`src/rtl/core/ptik_pkg.sv`:
```
// package for the pan/tilt inverse kinematics core
// widths, codes, item structs, arctangent table and the unwrap step; no dependencies
package ptik_pkg;

   // field widths
   localparam int POS_W      = 18;
   localparam int ANG_W      = 16;
   localparam int LEN_W      = 17;
   localparam int ERR_W      = 18;
   localparam int STATUS_W   = 3;
   localparam int CSR_IDX_W  = 3;
   localparam int CSR_DATA_W = 17;
   localparam int ERR_MAX    = (1 << ERR_W) - 1;

   // squares and square roots
   localparam int SQP_W      = 2 * POS_W;
   localparam int SQ_W       = SQP_W + 2;
   localparam int SQRT_RW    = SQ_W + 1;
   localparam int SQRT_STEPS = SQ_W / 2;
   localparam int SQRT_LAT   = SQRT_STEPS + 1;
   localparam int ROOT_W     = SQRT_STEPS + 1;
   localparam int MIN_HORIZONTAL = 246;

   // cordic
   localparam int CIN_W        = 20;
   localparam int SCALE_SHIFT  = 20;
   localparam int CW           = 44;
   localparam int ZW           = 27;
   localparam int CORDIC_STEPS = 16;
   localparam int CORDIC_LAT   = CORDIC_STEPS + 1;
   localparam int ATAN_LEN     = 24;
   localparam int ATAN_TABLE [0:ATAN_LEN-1] = '{
      2949120, 1740967, 919879, 466945, 234379, 117304, 58666, 29335,
      14668, 7334, 3667, 1833, 917, 458, 229, 115,
      57, 29, 14, 7, 4, 2, 1, 0
   };
   localparam logic signed [ZW-1:0] HALF_TURN_Z = ZW'(180 * 65536);

   // angle unwrap and rounding, angles in 1/65536 degree
   localparam int AW           = 29;
   localparam int ANG_SCALE    = 9;
   localparam int RND_W        = AW - ANG_SCALE;
   localparam int UNWRAP_STEPS = 3;
   localparam logic signed [AW-1:0] HALF_TURN  = AW'(180 * 65536);
   localparam logic signed [AW-1:0] FULL_TURN  = AW'(360 * 65536);
   localparam logic signed [AW-1:0] ROUND_HALF = AW'(1 << (ANG_SCALE - 1));

   // input register, squares, sums, roots, cordic, unwrap head, unwrap steps, output
   localparam int PIPE_DEPTH = 3 + SQRT_LAT + CORDIC_LAT + 1 + UNWRAP_STEPS + 1;

   typedef enum logic [STATUS_W-1:0] {
      ST_OK         = 3'd0,
      ST_UNREACH    = 3'd1,
      ST_NEAR_VERT  = 3'd2,
      ST_PAN_LIMIT  = 3'd3,
      ST_TILT_LIMIT = 3'd4
   } status_type;

   typedef enum logic [CSR_IDX_W-1:0] {
      CSR_LINK_LENGTH = 3'd0,
      CSR_PAN_OFFSET  = 3'd1,
      CSR_TILT_OFFSET = 3'd2,
      CSR_PAN_MIN     = 3'd3,
      CSR_PAN_MAX     = 3'd4,
      CSR_TILT_MIN    = 3'd5,
      CSR_TILT_MAX    = 3'd6,
      CSR_REACH_TOL   = 3'd7
   } csr_index_type;

   typedef struct packed {
      logic signed [POS_W-1:0] x;
      logic signed [POS_W-1:0] y;
      logic signed [POS_W-1:0] z;
      logic signed [ANG_W-1:0] prev_pan;
      logic signed [ANG_W-1:0] prev_tilt;
   } target_type;

   typedef struct packed {
      logic signed [ANG_W-1:0] prev_pan;
      logic signed [ANG_W-1:0] prev_tilt;
      status_type              status;
      logic [ERR_W-1:0]        err;
   } early_type;

   typedef struct packed {
      logic signed [AW-1:0]    pan;
      logic signed [AW-1:0]    pan_anchor;
      logic signed [AW-1:0]    tilt;
      logic signed [AW-1:0]    tilt_anchor;
      logic signed [ANG_W-1:0] prev_pan;
      logic signed [ANG_W-1:0] prev_tilt;
      status_type              status;
      logic [ERR_W-1:0]        err;
   } unwrap_type;

   // one turn toward the anchor when more than half a turn away
   function automatic logic signed [AW-1:0] unwrap_step(input logic signed [AW-1:0] angle,
                                                        input logic signed [AW-1:0] anchor);
      logic signed [AW-1:0] diff;
      diff = angle - anchor;
      if (diff > HALF_TURN) begin
         unwrap_step = angle - FULL_TURN;
      end else if (diff < -HALF_TURN) begin
         unwrap_step = angle + FULL_TURN;
      end else begin
         unwrap_step = angle;
      end
   endfunction

endpackage

```
`src/rtl/core/ptik_sqrt.sv`:
```
// pipelined integer square root, one result bit per stage, rounded to nearest
// depends on ptik_pkg
module ptik_sqrt (
   input  logic                          clock,
   input  logic [ptik_pkg::SQ_W-1:0]     radicand,
   output logic [ptik_pkg::ROOT_W-1:0]   root
);
   import ptik_pkg::*;

   logic [SQRT_RW-1:0] rem_src [0:SQRT_STEPS-1];
   logic [SQRT_RW-1:0] r_src   [0:SQRT_STEPS-1];
   logic [SQRT_RW-1:0] rem_in  [0:SQRT_STEPS-1];
   logic [SQRT_RW-1:0] r_in    [0:SQRT_STEPS-1];
   logic [SQRT_RW-1:0] rem_ff  [0:SQRT_STEPS-1];
   logic [SQRT_RW-1:0] r_ff    [0:SQRT_STEPS-1];
   logic [ROOT_W-1:0]  root_ff;

   always_comb begin
      rem_src[0] = SQRT_RW'(radicand);
      r_src[0]   = '0;
      for (int k = 1; k < SQRT_STEPS; k++) begin
         rem_src[k] = rem_ff[k-1];
         r_src[k]   = r_ff[k-1];
      end
   end

   always_comb begin
      for (int k = 0; k < SQRT_STEPS; k++) begin
         if (rem_src[k] >= r_src[k] + (SQRT_RW'(1) << (2 * (SQRT_STEPS - 1 - k)))) begin
            rem_in[k] = rem_src[k] - r_src[k] - (SQRT_RW'(1) << (2 * (SQRT_STEPS - 1 - k)));
            r_in[k]   = (r_src[k] >> 1) + (SQRT_RW'(1) << (2 * (SQRT_STEPS - 1 - k)));
         end else begin
            rem_in[k] = rem_src[k];
            r_in[k]   = r_src[k] >> 1;
         end
      end
   end

   always_ff @(posedge clock) begin
      for (int k = 0; k < SQRT_STEPS; k++) begin
         rem_ff[k] <= rem_in[k];
         r_ff[k]   <= r_in[k];
      end
      // round up when the remainder exceeds the root
      if (rem_ff[SQRT_STEPS-1] > r_ff[SQRT_STEPS-1]) begin
         root_ff <= ROOT_W'(r_ff[SQRT_STEPS-1] + SQRT_RW'(1));
      end else begin
         root_ff <= ROOT_W'(r_ff[SQRT_STEPS-1]);
      end
   end

   assign root = root_ff;

endmodule

```
`config.mk`:
```
export PLATFORM = sky130hd
export DESIGN_NAME = ptik_sqrt
export DESIGN_NICKNAME = d
export VERILOG_FILES = /design/src/rtl/core/ptik_pkg.sv /design/src/rtl/core/ptik_sqrt.sv
export SDC_FILE = /design/constraint.sdc
export NUM_CORES = 2
export LEC_CHECK = 0
export BUFFER_PORTS_ARGS = -buffer_cell sky130_fd_sc_hd__buf_2
export CAP_MARGIN = 20
export CORE_ASPECT_RATIO = 1.5
export CORE_MARGIN = 2
export CORE_UTILIZATION = 45
export CTS_CLUSTER_DIAMETER = 100
export DETAILED_ROUTE_END_ITERATION = 16
export PLACE_DENSITY = 0.7
export REMOVE_ABC_BUFFERS = 1
export SKIP_CTS_REPAIR_TIMING = 1
export SLEW_MARGIN = 20
export SYNTH_ARGS = -nofsm -noshare
export SYNTH_HDL_FRONTEND = slang
export SYNTH_SLANG_ARGS = --single-unit
```
`constraint.sdc`:
```
create_clock -name clock -period 3.8 [get_ports clock]
set_clock_uncertainty 0.2 [all_clocks]
set_input_delay 0.57 -clock clock [delete_from_list [all_inputs] [get_ports clock]]
set_output_delay 0.57 -clock clock [all_outputs]
set_load 0.005 [all_outputs]
```
# == Yosys cells after proc, flatten, opt, wreduce, memory -nomap -nowiden ==
# Memories as Yosys holds them, arrays and structs flattened.
# Index checks and enable logic that the tools add are counted.
# totals
input_bits,39
memories,2
ramBits,1482
regBits,20
elab_cells,136
# classes
order_cmp,20
add_sub_neg,74
n_mux,39
# mem_list
memory,words,width,read_ports,rd_ports_with_merged_regs,wr,line,source
r_ff,19,39,19,0,19,ptik_sqrt.sv:15,logic [SQRT_RW-1:0] r_ff [0:SQRT_STEPS-1];
rem_ff,19,39,19,0,19,ptik_sqrt.sv:14,logic [SQRT_RW-1:0] rem_ff [0:SQRT_STEPS-1];
# ops
op,count
$mux W39,37
$ge A39 B39 Y1,18
$sub A39 B39 Y39,18
$add A38 B1 Y39 const B,1
$add A38 B11 Y39 const B,1
$add A38 B13 Y39 const B,1
$add A38 B15 Y39 const B,1
$add A38 B17 Y39 const B,1
$add A38 B19 Y39 const B,1
$add A38 B21 Y39 const B,1
$add A38 B23 Y39 const B,1
$add A38 B25 Y39 const B,1
$add A38 B27 Y39 const B,1
$add A38 B29 Y39 const B,1
$add A38 B3 Y39 const B,1
$add A38 B31 Y39 const B,1
$add A38 B33 Y39 const B,1
$add A38 B35 Y39 const B,1
$add A38 B5 Y39 const B,1
$add A38 B7 Y39 const B,1
$add A38 B9 Y39 const B,1
$add A39 B1 Y39 const B,1
$add A39 B11 Y39 const B,1
$add A39 B13 Y39 const B,1
39 further kinds,39

# == Logic depth before layout (Yosys ltp) ==
# An unclocked memory read counts as a cell.
# logic_depth
ltp_word,4
ltp_mapped,14
depth_no_buf,14

# == Worst setup path before layout ==
# OpenSTA, ideal clock, no wires.
# synth_path
path_type,register to register
startpoint,memory r_ff[12][15] (netlist name)
endpoint,memory rem_ff[13][32] (netlist name)
path_slack_ns,0.384
setup_time_ns,0.143
path_buffers,0
path_stages_with_launch,15
arrival_time_ns,3.073
cell_sequence,dfxtp_1 > inv_1 > ha_1 > inv_1 > ha_1 > a21o_1 > a21o_1 > a21o_1 > a21oi_1 > o21ai_0 > a2111oi_0 > nor4b_1 > o21ba_2 > a2111oi_0 > xor2_1
# synth_rtl
item,line
from (decl),ptik_sqrt.sv:15
to (decl),ptik_sqrt.sv:14

==> summary by stage <==
Worst hold path
The worst hold-check path type is reg -> reg. The sink of the worst hold path is rem_ff[1][0]. Counting instances, the worst hold path has a depth of 0.

The worst hold path begins at rem_ff[0][0].

Clock network
After clock tree synthesis, the clock-pin slew on the worst setup and hold paths is 60 ps. No sink is reached through more buffers than the 3 on the longest clock path. The clock root buffer is sky130_fd_sc_hd__clkbuf_16.

The number of levels in the clock H-tree is 3. The CTS tree is done. For this design, the sink count on the clock tree is 951. The number of buffers created by CTS is 100. Clock latency on the worst-skew pair, taken at its later pin, is 750 ps.

STA
The final-report setup violation count is 0. The hold violation count in the final report came to 0. Dividing the final minimum period by the clock period gives 98.52%.

The slew at the pin closest to its max-slew limit is 860.3 ps. The final critical delay including setup and external delays is 3744 ps. The final max-slew violation count was 0. Setup repair after global routing could not meet its margin everywhere. Setup slack closes at 56.15 ps. The maximum clock frequency is 267.1 MHz. The worst slew slack as a fraction of its limit is 42.16%.

Yosys
Yosys mapped a number of flops with a built-in enable equal to 0. The average size of a mapped cell is 8.110 sq um. The main flop type after synthesis is sky130_fd_sc_hd__dfxtp_1. The instance count of the mapped netlist is 7,784. Synthesis inferred 951 register bits. Counting flops with an async set or reset pin after synthesis yields a share of 0%. The count of yosys warnings during synthesis is 0. For this run, the register share of the synthesized area comes to 30.16%. Yosys mapped the design onto 90 distinct sky130hd cell types. The area of the mapped netlist is 0.06313 sq mm.

Route
The length of the first detailed-routing pass in iterations is 5. The total routed wirelength is 161,200 um. For this block, the via count after detailed routing is 53,950.

The detail-routed net length per standard cell is 15.91 um. Once detail routing completed, the nets flagged for antenna violations numbered 0. The number of DRC violations after detailed routing is 0.

In this run, the number of DRC markers left after iteration 0 of detailed routing was 2,111. The via count normalized by instance count is 5.324.

Critical path
The arrival time at the worst endpoint is 4190 ps. The length in cells of the worst reg-to-reg path is 14. The worst setup path is launched from a flip-flop.

By startpoint and endpoint, the worst setup path is classified as reg -> reg. The highest fanout seen on the critical path is 5. STA puts the critical path data required time at 4250 ps.

The worst register-to-register path begins at rem_ff[9][3]. The endpoint identified for the worst register-to-register timing path is rem_ff[10][36]. The worst register-to-register path has a setup slack of 60 ps. The type of element capturing the critical path is a flip-flop.

Floorplan
From left edge to right edge, the die measures 309.8 um. The floorplan has 168 rows. The die height is 462.7 um. In this run the standard cell core region covers 0.1396 sq mm. The floorplan die area is 0.1434 sq mm. The initial utilization of the core area, before any placement, comes to 45.23%. 59 I/O pins were placed.

Layout
The post-route netlist has 9.041% of its cells at a drive strength greater than 1. The final design instance area without fill is 0.07224 sq mm. The antenna cell count is 0. Relative to the synthesized area, the layout overhead comes to 14.44%. For this run, the post-layout net count is 9,162.

Run
The tool flagged a number of max-cap violations equal to 0.

Placed design
The final estimated routing congestion in global placement is 0.9448. Once placement finished, the instance area stood at 0.06787 sq mm. The wire-length estimate of the detail-placed layout is 129,400 um.

Prior to clock tree synthesis, the placed netlist has a worst setup slack of -140.1 ps. Input and output buffers added on the ports amount to 58.

Global route
The via count of the first global-routing pass is 56,170. The initial antenna violation count is 0. After global routing the overflow that remains totals 0.

The wire length of the first global-routing pass is 255,800 um. The total global-route track usage is 21.95%. Entering global routing, the biggest net connects 57 pins.

Outcome
The flow ran to the end, and the final reports show no timing, DRC or antenna violations.
## metal layers
| metal | up-vias | track usage [%] | part of all wire [%] |
|---|---|---|---|
| met5 | - | 0 | 0 |
| met3 | 689 | 2.439 | 2.4 |
| met1 | 25030 | 14.84 | 29 |
| li1 | 27180 | - | - |
| met2 | 1052 | 48.43 | 60 |
| met4 | 0 | 18.97 | 9.1 |
## logic make-up after synthesis
kind of cell             share of synthesized area (%)
multiplexers                                    0.5371
buffers and inverters                            7.581
adder cells (fa/ha/maj)                          18.69
AND/OR/NAND/NOR                                  15.66
flip-flops                                       30.16
XOR/XNOR                                         8.547
other                                         0.005941
AO/OA/AOI/OAI                                    18.82
## worst max path at each step
stage	cells after the start	start	end	slack [ps]
global route	13	rem_ff[9][15]	rem_ff[10][36]	-110
CTS	14	rem_ff[2][6]	rem_ff[3][34]	-160
global placement	14	rem_ff[9][4]	rem_ff[10][34]	-120
floorplan	12	r_ff[6][24]	rem_ff[7][37]	-1470
detailed placement	14	rem_ff[2][6]	rem_ff[3][34]	-140
finish	14	rem_ff[9][3]	rem_ff[10][36]	60
## cells in the final DEF (no fill, tap or decap), types with 21 or more instances in the layout
| cell type | count |
|---|---|
| sky130_fd_sc_hd__a31oi_1 | 53 |
| sky130_fd_sc_hd__inv_1 | 1123 |
| sky130_fd_sc_hd__nor3b_1 | 23 |
| sky130_fd_sc_hd__xor2_1 | 256 |
| sky130_fd_sc_hd__clkbuf_8 | 23 |
| sky130_fd_sc_hd__o31ai_1 | 39 |
| sky130_fd_sc_hd__buf_2 | 58 |
| sky130_fd_sc_hd__a21o_1 | 152 |
| sky130_fd_sc_hd__or4_1 | 26 |
| sky130_fd_sc_hd__o21ai_0 | 467 |
| sky130_fd_sc_hd__clkbuf_16 | 101 |
| sky130_fd_sc_hd__nand4_1 | 75 |
| sky130_fd_sc_hd__ha_1 | 939 |
| sky130_fd_sc_hd__nor3_1 | 144 |
| sky130_fd_sc_hd__buf_4 | 333 |
| sky130_fd_sc_hd__nand2_1 | 521 |
| sky130_fd_sc_hd__dlygate4sd3_1 | 39 |
| sky130_fd_sc_hd__o21bai_1 | 111 |
| sky130_fd_sc_hd__or3_1 | 68 |
| sky130_fd_sc_hd__o21a_1 | 56 |
| sky130_fd_sc_hd__a211oi_1 | 41 |
| sky130_fd_sc_hd__nand2b_1 | 112 |
| sky130_fd_sc_hd__a21oi_1 | 668 |
| sky130_fd_sc_hd__o211ai_1 | 40 |
| sky130_fd_sc_hd__nand3_1 | 106 |
| sky130_fd_sc_hd__and2_1 | 25 |
| sky130_fd_sc_hd__and3_1 | 31 |
| sky130_fd_sc_hd__nor4_1 | 67 |
| sky130_fd_sc_hd__nor2_1 | 621 |
| sky130_fd_sc_hd__dfxtp_1 | 946 |
| sky130_fd_sc_hd__nor2b_1 | 101 |
| sky130_fd_sc_hd__or2_2 | 30 |
| sky130_fd_sc_hd__xnor2_1 | 360 |
| sky130_fd_sc_hd__nand3b_1 | 21 |
## stage by stage
step	setup TNS (ps)	util (%)	hold WS, ps	instances
2_1_floorplan	-108530	-	109.6	7641
3_3_place_gp	-588.5	48.63	111.3	9900
3_5_place_dp	-919.3	48.63	113.2	9900
4_1_cts	-1511	51.11	-328.6	10080
5_1_grt	-346.9	51.76	130.7	10130
6_report	0	51.76	125.4	10130
## flip-flops by register name, indices dropped and copies added (netlist names)
name and cells:
r_ff 190, root 20, rem_ff 741
## cell usage after synthesis (131+ instances only)
master / instances / share of area (%)
sky130_fd_sc_hd__inv_1: 1124 / 6.7
sky130_fd_sc_hd__dfxtp_1: 951 / 30
sky130_fd_sc_hd__ha_1: 943 / 19
sky130_fd_sc_hd__a21oi_1: 681 / 5.4
sky130_fd_sc_hd__nor2_1: 622 / 3.7
sky130_fd_sc_hd__nand2_1: 522 / 3.1
sky130_fd_sc_hd__o21ai_0: 479 / 3.8
sky130_fd_sc_hd__xnor2_1: 360 / 5.0
sky130_fd_sc_hd__xor2_1: 256 / 3.6
sky130_fd_sc_hd__a21o_1: 152 / 1.8
sky130_fd_sc_hd__nor3_1: 145 / 1.1
sky130_fd_sc_hd__clkbuf_1: 131 / 0.78
## critical path: stages, from the launching register on
cell                        delay (ps)
sky130_fd_sc_hd__dfxtp_1           330
sky130_fd_sc_hd__inv_1              60
sky130_fd_sc_hd__buf_4             130
sky130_fd_sc_hd__ha_1              200
sky130_fd_sc_hd__a21oi_2           160
sky130_fd_sc_hd__o22ai_2           110
sky130_fd_sc_hd__o41a_1            520
sky130_fd_sc_hd__nand4_1           250
sky130_fd_sc_hd__a31oi_4           140
sky130_fd_sc_hd__or4_1             430
sky130_fd_sc_hd__a31oi_1           190
sky130_fd_sc_hd__buf_4             160
sky130_fd_sc_hd__o21ai_4            90
sky130_fd_sc_hd__a2111oi_2         510
sky130_fd_sc_hd__xor2_1            190
## area by class of cell
cell class	count	area, sq um
Fill cell	12970	67330
Inverter	1128	4234
Sequential cell	951	19050
Timing Repair Buffer	437	3321
Tap cell	1870	2340
Clock buffer	139	2900
Clock inverter	45	563.0
Multi-Input combinational cell	5562	39830
Power is left out: the tool's default activity adds up to more than one toggle a clock period on the data nets, which glitch-free logic cannot reach.
